File: src/rtl/core/ptms_pkg.sv
// shared types and constants for the point-in-triangle mesh search block
package ptms_pkg;

	localparam int COORD_BITS       = 16;
	localparam int INDEX_BITS       = 10;
	localparam int NUM_BITS         = 11;
	localparam int MAX_TRIANGLES_DEF = 1024;
	// queue depth must be a power of two, pointers wrap on their own
	localparam int QUEUE_DEPTH      = 2;
	localparam int IN_DATA_BITS     = 144;
	localparam int OUT_DATA_BITS    = 16;

	localparam logic OP_WRITE = 1'b0;
	localparam logic OP_QUERY = 1'b1;

	typedef logic signed [COORD_BITS-1:0] coord_t;

	typedef struct packed {
		logic                  op;
		logic [INDEX_BITS-1:0] triangle_index;
		coord_t                vertex_a_x;
		coord_t                vertex_a_y;
		coord_t                vertex_b_x;
		coord_t                vertex_b_y;
		coord_t                vertex_c_x;
		coord_t                vertex_c_y;
		coord_t                point_x;
		coord_t                point_y;
	} cmd_t;

	typedef struct packed {
		logic                  found;
		logic [INDEX_BITS-1:0] found_index;
	} res_t;

endpackage

File: src/rtl/core/ptms_front.sv
// front end: accepts stream transactions, classifies them and queues commands
module ptms_front (
	input  logic                              clk,
	input  logic                              arst_n,
	input  logic                              s_tvalid,
	output logic                              s_tready,
	input  logic [ptms_pkg::IN_DATA_BITS-1:0] s_tdata,
	input  logic [0:0]                        s_tuser,
	output logic                              cmd_valid,
	input  logic                              cmd_ready,
	output ptms_pkg::cmd_t                    cmd
);

	localparam int DEPTH = ptms_pkg::QUEUE_DEPTH;
	localparam int QPW   = (DEPTH > 1) ? $clog2(DEPTH) : 1;
	localparam int QCW   = $clog2(DEPTH + 1);
	localparam int IB    = ptms_pkg::INDEX_BITS;
	localparam int CB    = ptms_pkg::COORD_BITS;

	ptms_pkg::cmd_t queue_q [DEPTH];
	ptms_pkg::cmd_t in_cmd;
	logic [QPW-1:0] wr_ptr_q;
	logic [QPW-1:0] rd_ptr_q;
	logic [QCW-1:0] cnt_q;
	logic           push;
	logic           pop;

	// unpack the transaction into a command
	always_comb begin
		in_cmd.op             = s_tuser[0];
		in_cmd.triangle_index = s_tdata[IB-1:0];
		in_cmd.vertex_a_x     = s_tdata[IB + 0*CB +: CB];
		in_cmd.vertex_a_y     = s_tdata[IB + 1*CB +: CB];
		in_cmd.vertex_b_x     = s_tdata[IB + 2*CB +: CB];
		in_cmd.vertex_b_y     = s_tdata[IB + 3*CB +: CB];
		in_cmd.vertex_c_x     = s_tdata[IB + 4*CB +: CB];
		in_cmd.vertex_c_y     = s_tdata[IB + 5*CB +: CB];
		in_cmd.point_x        = s_tdata[IB + 6*CB +: CB];
		in_cmd.point_y        = s_tdata[IB + 7*CB +: CB];
	end

	assign s_tready  = (cnt_q != QCW'(DEPTH));
	assign cmd_valid = (cnt_q != '0);
	assign push      = s_tvalid && s_tready;
	assign pop       = cmd_valid && cmd_ready;
	assign cmd       = queue_q[rd_ptr_q];

	always_ff @(posedge clk or negedge arst_n) begin
		if (!arst_n) begin
			wr_ptr_q <= '0;
			rd_ptr_q <= '0;
			cnt_q    <= '0;
		end else begin
			if (push) begin
				wr_ptr_q <= wr_ptr_q + 1'b1;
			end
			if (pop) begin
				rd_ptr_q <= rd_ptr_q + 1'b1;
			end
			if (push && !pop) begin
				cnt_q <= cnt_q + 1'b1;
			end else if (pop && !push) begin
				cnt_q <= cnt_q - 1'b1;
			end
		end
	end

	always_ff @(posedge clk) begin
		if (push) begin
			queue_q[wr_ptr_q] <= in_cmd;
		end
	end

endmodule

File: config.mk
export PLATFORM = sky130hd
export DESIGN_NAME = ptms_front
export DESIGN_NICKNAME = d
export VERILOG_FILES = /design/src/rtl/core/ptms_pkg.sv /design/src/rtl/core/ptms_front.sv
export SDC_FILE = /design/constraint.sdc
export NUM_CORES = 1
export LEC_CHECK = 0
export BUFFER_PORTS_ARGS = -buffer_cell sky130_fd_sc_hd__buf_2
export CAP_MARGIN = 5
export CORE_MARGIN = 2
export CORE_UTILIZATION = 50
export DETAILED_ROUTE_END_ITERATION = 10
export GPL_ROUTABILITY_DRIVEN = 0
export PLACE_DENSITY = 0.77
export SYNTH_ARGS = -nofsm -noshare
export SYNTH_HDL_FRONTEND = slang
export SYNTH_SLANG_ARGS = --single-unit
File: constraint.sdc
create_clock -name clk -period 16.2 [get_ports clk]
set_input_delay 2.43 -clock clk [delete_from_list [all_inputs] [get_ports clk]]
set_output_delay 2.43 -clock clk [all_outputs]
set_load 0.05 [all_outputs]
After elaboration in Yosys (flattened, before gate mapping) --
Memory sizes are Yosys's and may differ from the RTL's. Index checks and enable logic that the tools add are counted.
Operators by class: multiplexer cells 4, $add $sub $neg 4, equal/unequal tests 1, reductions and logical operators 8
Operators with widths (number):
- $logic_and 1x1->1 | 4
- $mux 2 | 2
- $reduce_bool 2->1 | 2
- $add 1x1->1 const B | 2
- $add 2x1->2 const B | 1
- $logic_not 1->1 | 2
- $mux 1 | 2
- $ne 2x2->1 const B | 1
- $sub 2x1->2 const B | 1
Storage, ports and cells: output and inout port bits 141, memories kept 1, register bits 4, bits of input ports 149, RAM bits 278, logic and storage cells 21
Memories:
- queue_q | depth 2, width 139, read ports 1, clocked after Yosys merged registers in 0, write ports 1, RTL line ptms_front.sv:20 | ptms_pkg::cmd_t queue_q [DEPTH];

Longest topological paths before layout --
Gate-level depths: netlist of the first run.
depth after elaboration 6, gate-level depth with buffers 7, gate-level depth less buffers 7

Least setup slack after synthesis of the first run --
No wires, ideal clock.
kind input -> register, start point input port s_tvalid, end point memory queue_q[0][0] (netlist name) (enable), stages 2, slack 7.244 ns, arrival 8.317 ns, data required time 15.560 ns, library setup time 0.640 ns, buffers on the path 0, cells stage by stage nand2_1 > nor2_1
On the way: cells in the longest elaborated chain, start to end 3
RTL lines:
- from (decl) | RTL line ptms_front.sv:5 | input logic s_tvalid,
- $logic_and 1x1->1 | RTL line ptms_front.sv:44 | assign push = s_tvalid && s_tready;
- $mux 1 | RTL line ptms_front.sv:69 | if (push) begin
- $mux 1 (implied by the code) | RTL line ptms_front.sv:70 | queue_q[wr_ptr_q] <= in_cmd;
- to (decl) | RTL line ptms_front.sv:20
Every way passes these cells.

==> impl_metrics.toml, run 1 <==
[run_status]
outcome = "complete, no violations"

[power_and_ir_drop]
netSwitchingPower_mw = 1.16
power.internal_mw = 1.76
p_comb_frac = 0.420
p_clk_frac = 0.219
p_leak_nw = 5.24
p_sw_frac = 0.398
p_per_area_nw_per_um2 = 221
pwr-share-seq = 0.361
vdd_drop_max_mv = 0.137

[logic_synthesis]
syn-num-nets = 601
synth-edff-count = 278
syn_area_per_cell_um2 = 23.6
yosysMostFrequentCell = "edfxtp_1"
synth_area_leader_cell = "edfxtp_1"
synth_common_cells = "edfxtp_1, mux2_4, mux2_2"
ys_types = 16
synth_seq_cells = 282
synth-async-reset-ratio = 0.0142
yosysTopAreaCellShare = 0.784
ys_warn_count = 0
synthTopCellsByArea = "edfxtp_1, mux2_4, mux2_2"
synth_area_um2 = 10600
ys_seq_area_frac = 0.794
ys.flop_type = "edfxtp_1"
syn_inst = 451

[timing]
finalSetupViolations = 0
rsz0062_at_grt = "false"
relSlewSlack = 0.289
maxSlewViolCount = 0
period_minus_slack_ns = 6.03
hold_violations = 0
finalCritPeriodShare = 0.372
finalClockSkew_ns = 0.0111
worst_slack_ns = 10.17
tightest_slew_ns = 1.07
fin_setup_tns_ns = 0
max_freq_mhz = 166

[clock_tree]
clock_latency_ns = 0.52
clk_path_buf_depth = 3
hold_buffers = 0
cts-root-buf = "clkbuf_16"
cts_setup_buffers = 0
tritoncts = "done"
post_cts_resized = 0
clk_pin_slew_ns = 0.06
htree_levels = 1
cts_sinks = 282
cts_buffers = 28

[route]
first_iter_violations = 233
first_pass_iters = 6
drt-total-wl_um = 19900
detail-route-antenna-nets = 0
vias = 5184
vias_per_cell = 4.94
wl_per_cell_um = 18.9
remaining_drc_errors = 0

[layout]
fillerInstances = 1455
nets = 904
postLayoutCoreUtil = 0.631
seq_area_um2 = 8450
final_cell_area_um2 = 13200
drive_above_1_share = 0.610
multiInputGateArea_um2 = 2040
syn_to_final_growth_pct = 24.3

[worst_hold_path]
holdCritStartpoint = "cnt_q[1]$_DFFE_PN0P_"
worstHoldPathCells = 1
hold_path_end = "cnt_q[1]$_DFFE_PN0P_"
hold_path_class = "register to register"

[worst_setup_path]
cp.arrival_ns = 3.60
cp-start-kind = "register"
worst-r2r-cell-count = 5
path_max_fanout = 61
cp.required_ns = 13.77
cp-end-kind = "output pin"
rr_endpoint = "queue_q[0][17]$_DFFE_PP_"
critical_path_class = "register to output pin"
r2r-start = "cnt_q[0]$_DFFE_PN0P_"
r2r_setup_slack_ns = 13.21

[floorplanning]
io_pins = 290
core-area_um2 = 21000
fp.dieArea_um2 = 22500
die_h_um = 150
fp.dieW_um = 150
num_rows = 53
start_util = 0.508

[place]
place_ws_ns = 10.67
io_buffers = 283
dpl-instance-area_um2 = 12300
dp_hpwl_um = 13200

[global_route]
grt_pass1_wl_um = 29000
grt_max_degree = 80
grt_pass1_vias = 5478
grt_usage = 0.168
grt_remaining_overflow = 0
antenna_found_initial = 3

[flow_run]
maxCapViolCount = 0
## kinds of logic after synthesis
logic type | count (synthesis) | share of synthesized area
fa+ha+maj | 1 | 0.00118
buf+inv | 17 | 0.0153
xor+xnor | 5 | 0.00412
mux | 139 | 0.182
flops | 282 | 0.794
simple gates | 7 | 0.00318
## how the worst max path moves through the flow
stage | startpoint | end | slack (ns)
after floorplan | s_tvalid | queue_q[0][0]$_DFFE_PP_ | 7.24
after global placement | rd_ptr_q$_DFFE_PN0P_ | cmd[94] | 10.69
after detailed placement | rd_ptr_q$_DFFE_PN0P_ | cmd[94] | 10.67
after CTS | rd_ptr_q$_DFFE_PN0P_ | cmd[94] | 10.08
after global routing | rd_ptr_q$_DFFE_PN0P_ | cmd[82] | 9.98
final | rd_ptr_q$_DFFE_PN0P_ | cmd[81] | 10.17
## metrics by stage
stage,hold WS [ns],cells,power (mW)
final,0.524,1050,2.92
after global routing,0.552,1048,3.04
after CTS,0.531,1047,2.96
after detailed placement,0.516,999,2.31
after global placement,0.479,999,2.28
after floorplan,0.456,451,2.11
## registers in the layout, indices dropped and copies added (netlist names)
signal / count
queue_q: 278
cnt_q: 2
rd_ptr_q: 1
wr_ptr_q: 1
## power by group through the flow
| stage | sequential [mW] | clock, mW | combinational [mW] |
|---|---|---|---|
| final | 1.05 | 0.641 | 1.23 |
| after global routing | 1.07 | 0.689 | 1.28 |
| after floorplan | 1.07 | 0 | 1.04 |
| after CTS | 1.06 | 0.655 | 1.24 |
| after global placement | 1.06 | 0 | 1.23 |
| after detailed placement | 1.07 | 0 | 1.24 |
## worst max-delay path, cell delays in order (launching register included)
cell     delay, ns
dfrtp_4       0.65
buf_4         0.87
buf_4         0.91
mux2_4        0.36
buf_2         0.21
## cells in the final DEF, fill, tap and decap left out, types with 2 or more instances in the layout
| cell | instances |
|---|---|
| clkbuf_1 | 4 |
| edfxtp_1 | 278 |
| diode_2 | 3 |
| clkbuf_16 | 29 |
| nand2_1 | 2 |
| buf_2 | 283 |
| clkinv_1 | 5 |
| xor2_1 | 2 |
| dfrtp_1 | 3 |
| buf_4 | 6 |
| clkinvlp_4 | 2 |
| clkinv_2 | 3 |
| mux2_4 | 100 |
| bufinv_16 | 4 |
| xnor2_1 | 3 |
| mux2_2 | 39 |
## per-layer routing
layer	up-vias	routed length, um	GRT usage
met4	2	493	0.0547
met3	35	1770	0.0524
met5	-	11	0
li1	2397	-	-
met1	2527	7410	0.197
met2	223	10200	0.296
## cell type report
type,count,share of cell area
clock inverters,15,0.0134
repair buffers,289,0.110
diodes,3,0.000567
multi-input cells,152,0.154
inverters,1,0.000284
well taps,275,0.0260
flip-flops and latches,282,0.639
clock buffers,33,0.0560
(Power assumes the default switching activity.)
==> run 2: changes to the inputs <==
Clock period 16.2 ns to 5.62 ns, I/O delays scaled along.
==> run 2 against run 1 <==
Clock power grew to 2.6 times the previous value. Worst setup slack lost 7.9 ns. Sequential cell count is the same. Cell area shrank 0.56%. Clock-buffer cell count grew 4. Hold slack lost 0.42 ns. Routed wire length shrank 3.1%. Sequential power grew to 2.9 times the previous value. Largest cell class unchanged. Largest power group unchanged.
==> impl_metrics.toml, run 2 (synthesis results as in run 1) <==
[power_and_ir_drop]
p_per_area_nw_per_um2 = 627
p_leak_nw = 5.19
vdd_drop_max_mv = 0.630
power_mw = 8.25

[worst_setup_path]
critical_path_class = "register to output pin"
r2r-start = "cnt_q[0]$_DFFE_PN0P_"
rr_endpoint = "queue_q[1][67]$_DFFE_PP_"
cp-start-kind = "register"
cp.required_ns = 4.78
cp.arrival_ns = 2.53
r2r_setup_slack_ns = 3.35
worst-r2r-cell-count = 3
path_max_fanout = 53
cp-endpoint = "cmd[117]"
cp-startpoint = "rd_ptr_q$_DFFE_PN0P_"
cp-end-kind = "output pin"

[route]
vias = 5187
drt-total-wl_um = 19200
vias_per_cell = 4.94
remaining_drc_errors = 0
first_pass_iters = 4
detail-route-antenna-nets = 0
first_iter_violations = 232
wl_per_cell_um = 18.3

[layout]
drive_above_1_share = 0.602
regMostFlops = "queue_q"
final_common_cell = "buf_2"
reg_top3 = "queue_q (278), cnt_q (2)"
largest_reg_flops = 278
nets = 903
postLayoutCoreUtil = 0.628
layout_common_cells = "buf_2, edfxtp_1, mux2_4, mux2_2, clkbuf_16"
syn_to_final_growth_pct = 23.6

[clock_tree]
hold_buffers = 0
htree_levels = 1
clock_latency_ns = 0.53
cts_setup_buffers = 0
cts-root-buf = "clkbuf_16"
tritoncts = "done"
clk_path_buf_depth = 3
cts_buffers = 28
cts_sinks = 282
post_cts_resized = 0
clk_pin_slew_ns = 0.06

[timing]
finalCritPeriodShare = 0.599
tightest_slew_ns = 0.952
maxSlewViolCount = 0
relSlewSlack = 0.365
worst_slack_ns = 2.25
rsz0062_at_grt = "false"
fin_setup_tns_ns = 0
finalSetupViolations = 0
finalClockSkew_ns = 0.0118
hold_ws_ns = 0.0995
hold_violations = 0
max_freq_mhz = 297
period_minus_slack_ns = 3.37

[floorplanning]
fp.dieArea_um2 = 22500
start_util = 0.508
die_h_um = 150
io_pins = 290
fp.dieW_um = 150
num_rows = 53
core-area_um2 = 21000

[global_route]
grt_max_degree = 80
grt_remaining_overflow = 0
antenna_found_initial = 2
grt_pass1_wl_um = 28400
grt_usage = 0.162
grt_pass1_vias = 5568

[run_status]
outcome = "complete, no violations"

[place]
dp_hpwl_um = 12800
place_ws_ns = 2.77
io_buffers = 283

[worst_hold_path]
hold_path_class = "input pin to async pin"

[flow_run]
maxCapViolCount = 0
[run 2: worst min path at each step]
| stage | from | endpoint | slack (ns) | cells after the start |
|---|---|---|---|---|
| finish | arst_n | wr_ptr_q$_DFFE_PN0P_ | 0.1 | 1 |
| global route | arst_n | wr_ptr_q$_DFFE_PN0P_ | 0.08 | 1 |
| CTS | arst_n | wr_ptr_q$_DFFE_PN0P_ | 0.08 | 1 |
| detailed placement | cnt_q[1]$_DFFE_PN0P_ | cnt_q[1]$_DFFE_PN0P_ | 0.50 | 1 |
| global placement | cnt_q[1]$_DFFE_PN0P_ | cnt_q[1]$_DFFE_PN0P_ | 0.48 | 1 |
| floorplan | cnt_q[1]$_DFFE_PN0P_ | cnt_q[1]$_DFFE_PN0P_ | 0.46 | 1 |
[run 2: metrics by stage]
| stage | area (um2) | instances |
|---|---|---|
| final | 13200 | 1049 |
| after global routing | 13200 | 1049 |
| after floorplan | 10600 | 451 |
| after global placement | 12300 | 998 |
| after detailed placement | 12300 | 998 |
| after CTS | 13200 | 1048 |
[run 2: routing by layer]
metal,track usage,vias to the layer above,share of wire
met5,0,-,0.00057
met4,0.0410,2,0.021
met3,0.0540,33,0.089
met2,0.296,216,0.52
met1,0.183,2538,0.37
li1,-,2398,-
[run 2: cell type report]
cell class / count / area (um2)
diodes: 1 / 2.50
inverters: 1 / 3.75
clock buffers: 37 / 734
well taps: 275 / 344
multi-input cells: 152 / 2040
repair buffers: 288 / 1480
clock inverters: 13 / 97.6
flip-flops and latches: 282 / 8450
fillers: 1490 / 7800
[run 2: critical path: stages (launching register included)]
cell and delay [ns]:
dfrtp_4 0.58, buf_4 0.73, mux2_2 0.42, buf_2 0.21
[run 2: power by group]
group          switching, mW  internal, mW
clock network          0.716         0.960
registers              0.145          2.88
logic                   2.48          1.07
==> run 3: changes to the inputs <==
Clock period 5.62 ns to 3.2 ns, I/O delays scaled along.
==> run 3 against run 2 <==
Cell count is 0.76% higher. Largest power group unchanged. Clock-buffer cell count grew 4. Worst setup slack lost 1.8 ns. Global-route usage decreased by 0.21 points. Utilization grew 1.0 points. Register-to-register slack worse by 2.1 ns. Highest routed layer unchanged. Sequential cell count unchanged. Critical endpoint is now cmd[109].
==> impl_metrics.toml, run 3 (synthesis results as in run 1) <==
[worst_setup_path]
path_max_fanout = 34
r2r-start = "cnt_q[0]$_DFFE_PN0P_"
cp-end-kind = "output pin"
critPathSlowestCell = "dfrtp_4"
cp-start-kind = "register"
critPathBufInv = 2
critical_path_class = "register to output pin"
crit_chain = "buf_12, mux2_2, buf_2"
critical_path.top_delay_family = "flip-flops"
cp.required_ns = 2.72
cp_slowest_stage_delay_ns = 0.80
cp.arrival_ns = 2.24
cp-startpoint = "rd_ptr_q$_DFFE_PN0P_"

[layout]
syn_to_final_growth_pct = 25.6
regMostFlops = "queue_q"
postLayoutCoreUtil = 0.638
drive_above_1_share = 0.606
nets = 908
fillerInstances = 1462
final_cell_area_um2 = 13400
layout_common_cells = "buf_2, edfxtp_1, mux2_4, mux2_2, clkbuf_16"
reg_top3 = "queue_q (278), cnt_q (2)"
final_common_cell = "buf_2"
largest_reg_flops = 278
layout.cells.non_filler = 1057

[floorplanning]
num_rows = 53
io_pins = 290
core-area_um2 = 21000
start_util = 0.508
fp.dieW_um = 150
die_h_um = 150
fp.dieArea_um2 = 22500

[timing]
rsz0062_at_grt = "false"
finalClockSkew_ns = 0.0219
hold_violations = 0
relSlewSlack = 0.556
hold_ws_ns = 0.144
finalCritPeriodShare = 0.849
worst_slack_ns = 0.484
period_minus_slack_ns = 2.72
finalSetupViolations = 0
max_freq_mhz = 368
maxSlewViolCount = 0
tightest_slew_ns = 0.666
fin_setup_tns_ns = 0

[power_and_ir_drop]
p_leak_nw = 5.30
power_mw = 14.9
vdd_drop_max_mv = 0.607
p_per_area_nw_per_um2 = 1110

[place]
io_buffers = 283
dp_hpwl_um = 13100
place_ws_ns = 0.971
dpl-instance-area_um2 = 12400
dp_cells = 1002

[clock_tree]
cts-root-buf = "clkbuf_16"
cts_buffers = 28
tritoncts = "done"
cts_setup_buffers = 0
clk_path_buf_depth = 3
clock_latency_ns = 0.52
htree_levels = 1
clk_pin_slew_ns = 0.06
cts_sinks = 282

[global_route]
grt_remaining_overflow = 0
antenna_found_initial = 6
grt_pass1_wl_um = 28000
grt_max_degree = 107
grt_pass1_vias = 5424
grt_usage = 0.160

[run_status]
outcome = "complete, no violations"

[route]
detail-route-antenna-nets = 0
vias = 5191
wl_per_cell_um = 18.1
remaining_drc_errors = 0
first_iter_violations = 263
vias_per_cell = 4.91
first_pass_iters = 4
drt-total-wl_um = 19200

[flow_run]
maxCapViolCount = 0

[worst_hold_path]
hold_path_class = "input pin to register"
holdCritStartpoint = "s_tdata[41]"
run 3: cell types whose count changed in the layout (fill, tap and decap cells not counted), moves of 2 or more:
| cell | delta |
|---|---|
| clkinv_1 | -3 |
| clkbuf_1 | +3 |
| bufinv_16 | +3 |
| buf_12 | +5 |
| clkinvlp_4 | -2 |
run 3: final timing paths:
check	end	slack, ns	cells past startpoint
min in group asynchronous	cnt_q[0]$_DFFE_PN0P_	0.31	2
hold reg to reg	cnt_q[1]$_DFFE_PN0P_	0.55	1
setup / recovery	cmd[109]	0.48	3
setup reg to reg	queue_q[1][27]$_DFFE_PP_	1.25	3
max in group asynchronous	rd_ptr_q$_DFFE_PN0P_	2.74	2
hold / removal	queue_q[1][111]$_DFFE_PP_	0.14	1
run 3: repair_timing:
item | CTS | global route
hold buffers | 1 | 0
endpoints found under the hold margin | 4 | 0
resized for setup | 0 | 0
run 3: routing by layer:
layer	GRT usage	share of wire	vias up
met5	0	0.0028	-
li1	-	-	2416
met3	0.0552	0.095	39
met2	0.278	0.50	215
met4	0.0448	0.022	8
met1	0.190	0.38	2513
run 3: cell type report:
cell class | count | area, um2 | area share
clock buffers | 41 | 771 | 0.0577
inverters | 1 | 3.75 | 0.000281
multi-input cells | 152 | 2060 | 0.154
clock inverters | 11 | 154 | 0.0115
flip-flops and latches | 282 | 8450 | 0.632
repair buffers | 293 | 1580 | 0.118
well taps | 275 | 344 | 0.0257
diodes | 2 | 5.00 | 0.000374
run 3: report_power, final:
part | internal [mW] | switching, mW | leakage (nW) | total, mW
sequential | 5.05 | 0.312 | 2.63 | 5.36
clock | 1.99 | 1.24 | 0.446 | 3.23
combinational | 1.98 | 4.32 | 2.22 | 6.30
